$ cat config.mk
export PLATFORM = sky130hd
export DESIGN_NAME = hbd_ram
export DESIGN_NICKNAME = d
export VERILOG_FILES = /design/src/hdl/hbd_ram.sv
export SDC_FILE = /design/constraint.sdc
export NUM_CORES = 1
export LEC_CHECK = 0
export BUFFER_PORTS_ARGS = -buffer_cell sky130_fd_sc_hd__buf_2
export CAP_MARGIN = 5
export CELL_PAD_IN_SITES_DETAIL_PLACEMENT = 1
export CELL_PAD_IN_SITES_GLOBAL_PLACEMENT = 2
export CORE_MARGIN = 10
export CORE_UTILIZATION = 35
export DETAILED_ROUTE_END_ITERATION = 12
export GPL_ROUTABILITY_DRIVEN = 0
export PLACE_DENSITY = 0.67
export SYNTH_ARGS = -nofsm -noshare
export SYNTH_HDL_FRONTEND = slang
export SYNTH_SLANG_ARGS = --single-unit
$ cat constraint.sdc
create_clock -name clk -period 2.1 [get_ports clk]
set_clock_uncertainty 0.2 [all_clocks]
set_input_delay 0.21 -clock clk [delete_from_list [all_inputs] [get_ports clk]]
set_output_delay 0.21 -clock clk [all_outputs]
set_load 0.01 [all_outputs]
$ cat src/hdl/hbd_ram.sv
module hbd_ram #(
	parameter int WIDTH = 8,
	parameter int DEPTH = 16
) (
	input  logic                     clk,
	input  logic                     we,
	input  logic [$clog2(DEPTH)-1:0] waddr,
	input  logic [WIDTH-1:0]         wdata,
	input  logic                     re,
	input  logic [$clog2(DEPTH)-1:0] raddr,
	output logic [WIDTH-1:0]         rdata
);

	logic [WIDTH-1:0] mem_q [DEPTH];
	logic [WIDTH-1:0] rdata_q;

	always_ff @(posedge clk) begin
		if (we) begin
			mem_q[waddr] <= wdata;
		end
		if (re) begin
			rdata_q <= mem_q[raddr];
		end
	end

	assign rdata = rdata_q;

endmodule

After elaboration in Yosys (flattened, before gate mapping)
Memory sizes are Yosys's and may differ from the RTL's. A register that Yosys moved wholly into a read port is not among the register bits.
Cells that the tools add are included.

word-level totals
  RAM bits = 128
  bits of input ports = 19
  memories = 1
  register bits = 0
  logic and storage cells = 3
  output and inout port bits = 8

memory list
  memory  depth  bits a word  read ports  clocked after Yosys merged registers in  write ports  line  source
  mem_q   16     8            1           1                                        1            14    logic [WIDTH-1:0] mem_q [DEPTH];

cells by class
  mux-type cells = 2

operator list
  cell    count
  $mux 1  2

Longest topological paths before layout
  depth in word-level cells = 2
  depth in mapped cells = 5
  gate-level depth less buffers = 3

Worst setup path after synthesis
Ideal clock, no wire load.

  kind = input -> register
  start = input waddr[2]
  end = memory mem_q[0][0] (enable)
  data required time = 1,517 ps
  path buffers = 0
  setup slack = 197 ps
  library setup time = 383 ps
  stages on the path = 2
  arrival time = 1,320 ps
  cell sequence = or3b_2 > nor3_1

RTL lines
  item                line  source
  start: declaration  7     input logic [$clog2(DEPTH)-1:0] waddr,
  end: declaration    14

Straight into the memory's write port.

==> reports/metrics.csv <==
stage,metric,value,unit
status,outcome,finished clean,
synthesis,"FF+latch count, synth",136,
global_routing,initial antenna violation count,0,
worst_setup_path,FF-to-FF path depth,3,
cells_and_area,final-stage net count,314,
timing,setup TNS,0,ns
synthesis,XOR/XNOR Fraction of Synth Area,0,%
detailed_routing,drt total wl,11300,um
power,VDD IR max,0.629,mV
min_path,hold path startpoint,waddr[0],
synthesis,Post-Synth Adder-Cell Area,0,%
power,Leakage,2.16,nW
synthesis,portion of netlist area occupied by mux cells,14.8,%
cells_and_area,cell area after layout,0.00641,mm2
worst_setup_path,R2R Setup Slk,0.37,ns
global_routing,global route overflow,0,
worst_setup_path,Worst EP arrival,1.67,ns
synthesis,Synth Area in Compound Gates,2.30,%
clocking,post-CTS setup buffers,0,
floorplanning,core area,0.0146,mm2
timing,endpoints failing setup,0,
detailed_routing,drt via density,5.09,
synthesis,Mapped Area,0.00523,mm2
detailed_routing,wire length per cell,22.9,um
clocking,H-Tree Depth,4,
cells_and_area,antenna cells,0,
synthesis,post-synthesis simple-gate area fraction,3.14,%
clocking,CTS tree,yes,
worst_setup_path,CP Class,register to register,
timing,unrepaired setup endpoints after global routing,false,
floorplanning,Row Count,44,
placement,Final HPWL DP,7220,um
floorplanning,Die H,142,um
global_routing,GRT Overall Usage,11.6,%
cells_and_area,layout cells sized above 1,31.5,%
detailed_routing,drt first pass iters,4,
worst_setup_path,Startpoint Class,register,
cells_and_area,"most common cell after layout, fill and taps aside",edfxtp_1,
timing,Rel. slew slack,69.2,%
timing,"Min Clock Period, post-route",1.73,ns
worst_setup_path,CP endpoint kind,register,
detailed_routing,via count,2505,
placement,placed insts,451,
timing,Worst Max-Slew Pin Slew,0.462,ns
placement,Port Buffer Count,26,
min_path,worst min path class,input port to register,
min_path,WHS Endpoint,mem_q[4][6],
synthesis,Syn Inst Count,229,
synthesis,yosys warns,0,
flow_run,number of max-cap violations,0,
timing,fmax,578,MHz
detailed_routing,remaining antenna violation count,0,
clocking,CTS Buffer Depth,2,
cells_and_area,most frequent cells in the layout,"edfxtp_1, buf_2, mux4_2, buf_4, clkbuf_16",
timing,fin. max-slew vios,0,
worst_setup_path,"Req. time, crit path",2.04,ns
clocking,clk_lat worst skew,0.41,ns
cells_and_area,Filler cells,1338,
global_routing,first-pass GRT wire length,16900,um
floorplanning,Initial Util,35.8,%
floorplanning,I/O pin cnt,27,
worst_setup_path,R2R Path End,rdata[7],
synthesis,synth unique cells,18,
floorplanning,die area,0.0202,mm2
synthesis,Synth Net Count,248,
synthesis,main combinational cell family by area after synthesis,multiplexers,
cells_and_area,Layout Cells excl Fill,492,
placement,Placed Area,0.00572,mm2
global_routing,vias in the first global route,2696,
timing,Hold Fails Final Rpt,0,
clocking,Root Buffer Master,clkbuf_16,
clocking,CTS Sinks,136,
power,pwr dens,991,mW/mm2
detailed_routing,1st-iter DRT viols,196,
synthesis,mean area per synthesized cell,22.8,um2
cells_and_area,area delta synth->final,22.6,%
global_routing,largest net degree at the start of global routing,33,
timing,Tcrit/Tclk final,82.4,%
clocking,cts bufs inserted,17,
floorplanning,Die Wd,142,um
clocking,"CTS clk-pin slew, worst paths",0.06,ns
min_path,WHS Path Cells,3,
worst_setup_path,worst reg2reg startpoint,mem_q[10][7],
detailed_routing,# DRC,0,
synthesis,sequential fraction of the synthesis area,78.1,%
worst_setup_path,crit path max fanout,1,
## registers in the layout, summed over array words and instances, names as in the netlist
signal and count:
mem_q 128, rdata 8
## power by group
group / leakage (nW) / switching, mW / internal, mW
clock: 0.281 / 1.10 / 1.87
combinational: 0.645 / 0.170 / 0.139
sequential: 1.24 / 0.0192 / 3.06
total: 2.16 / 1.29 / 5.06
## metal layers
metal  track usage [%]  share of wire, %  vias to the layer above
li1                  -                 -                     1110
met1              14.5                45                     1334
met2              18.5                50                       56
met3              4.17               4.2                        5
met4              3.55              0.73                        0
met5                 0                 0                        -
## Yosys cell counts
library cell | n | area, um2
mux4_1 | 14 | 368
or3b_2 | 1 | 8.76
edfxtp_1 | 136 | 4080
clkdlybuf4s25_2 | 3 | 30.0
buf_2 | 3 | 15.0
and2_1 | 1 | 6.26
nor2_1 | 13 | 48.8
buf_6 | 3 | 33.8
nand2b_1 | 2 | 12.5
nor3_1 | 4 | 20.0
a22oi_1 | 16 | 120
buf_4 | 1 | 7.51
and2b_1 | 1 | 7.51
nand2_1 | 9 | 33.8
nor2b_1 | 1 | 6.26
nand3_1 | 1 | 5.00
nand3b_1 | 2 | 15.0
mux4_2 | 18 | 405
## timing repair
action	CTS	global route
endpoints found under the setup margin	0	0
endpoints found under the hold margin	85	26
resized for setup	0	0
hold buffers	6	3
## worst max-delay path, cell delays in order, from the launching register on
cell and delay, ns:
edfxtp_1 0.36, mux4_2 0.46, a22oi_1 0.34, nand2_1 0.11
## per-stage QoR
stage / worst slack, ns / utilization [%] / hold slack [ns] / total power, mW
floorplan: 0.197 / - / 0.109 / 3.29
global placement: 0.135 / 39.2 / 0.398 / 3.43
detailed placement: 0.131 / 39.2 / 0.405 / 3.44
CTS: 0.357 / 43.7 / 0.00229 / 6.43
global route: 0.311 / 43.9 / 0.161 / 6.60
finish: 0.369 / 43.9 / 0.175 / 6.35
## kinds of logic after synthesis
| family | Yosys count |
|---|---|
| AO/OA/AOI/OAI | 16 |
| buffers and inverters | 10 |
| flip-flops | 136 |
| multiplexers | 32 |
| AND/OR/NAND/NOR | 35 |
## cell type report
| cell class | count | area (um2) | share of cell area [%] |
|---|---|---|---|
| flip-flops and latches | 136 | 4080 | 63.7 |
| multi-input cells | 83 | 1060 | 16.5 |
| repair buffers | 57 | 435 | 6.79 |
| clock buffers | 17 | 425 | 6.64 |
| well taps | 184 | 230 | 3.59 |
| clock inverters | 15 | 176 | 2.75 |
## how the worst max path moves through the flow
| stage | start | to | cells past startpoint |
|---|---|---|---|
| after floorplan | waddr[2] | mem_q[0][0] | 2 |
| after global placement | raddr[0] | rdata[2] | 5 |
| after detailed placement | raddr[0] | rdata[7] | 5 |
| after CTS | mem_q[10][7] | rdata[7] | 3 |
| after global routing | mem_q[1][1] | rdata[1] | 3 |
| final | mem_q[10][7] | rdata[7] | 3 |
Note: power is estimated with default switching activity, not from simulation.
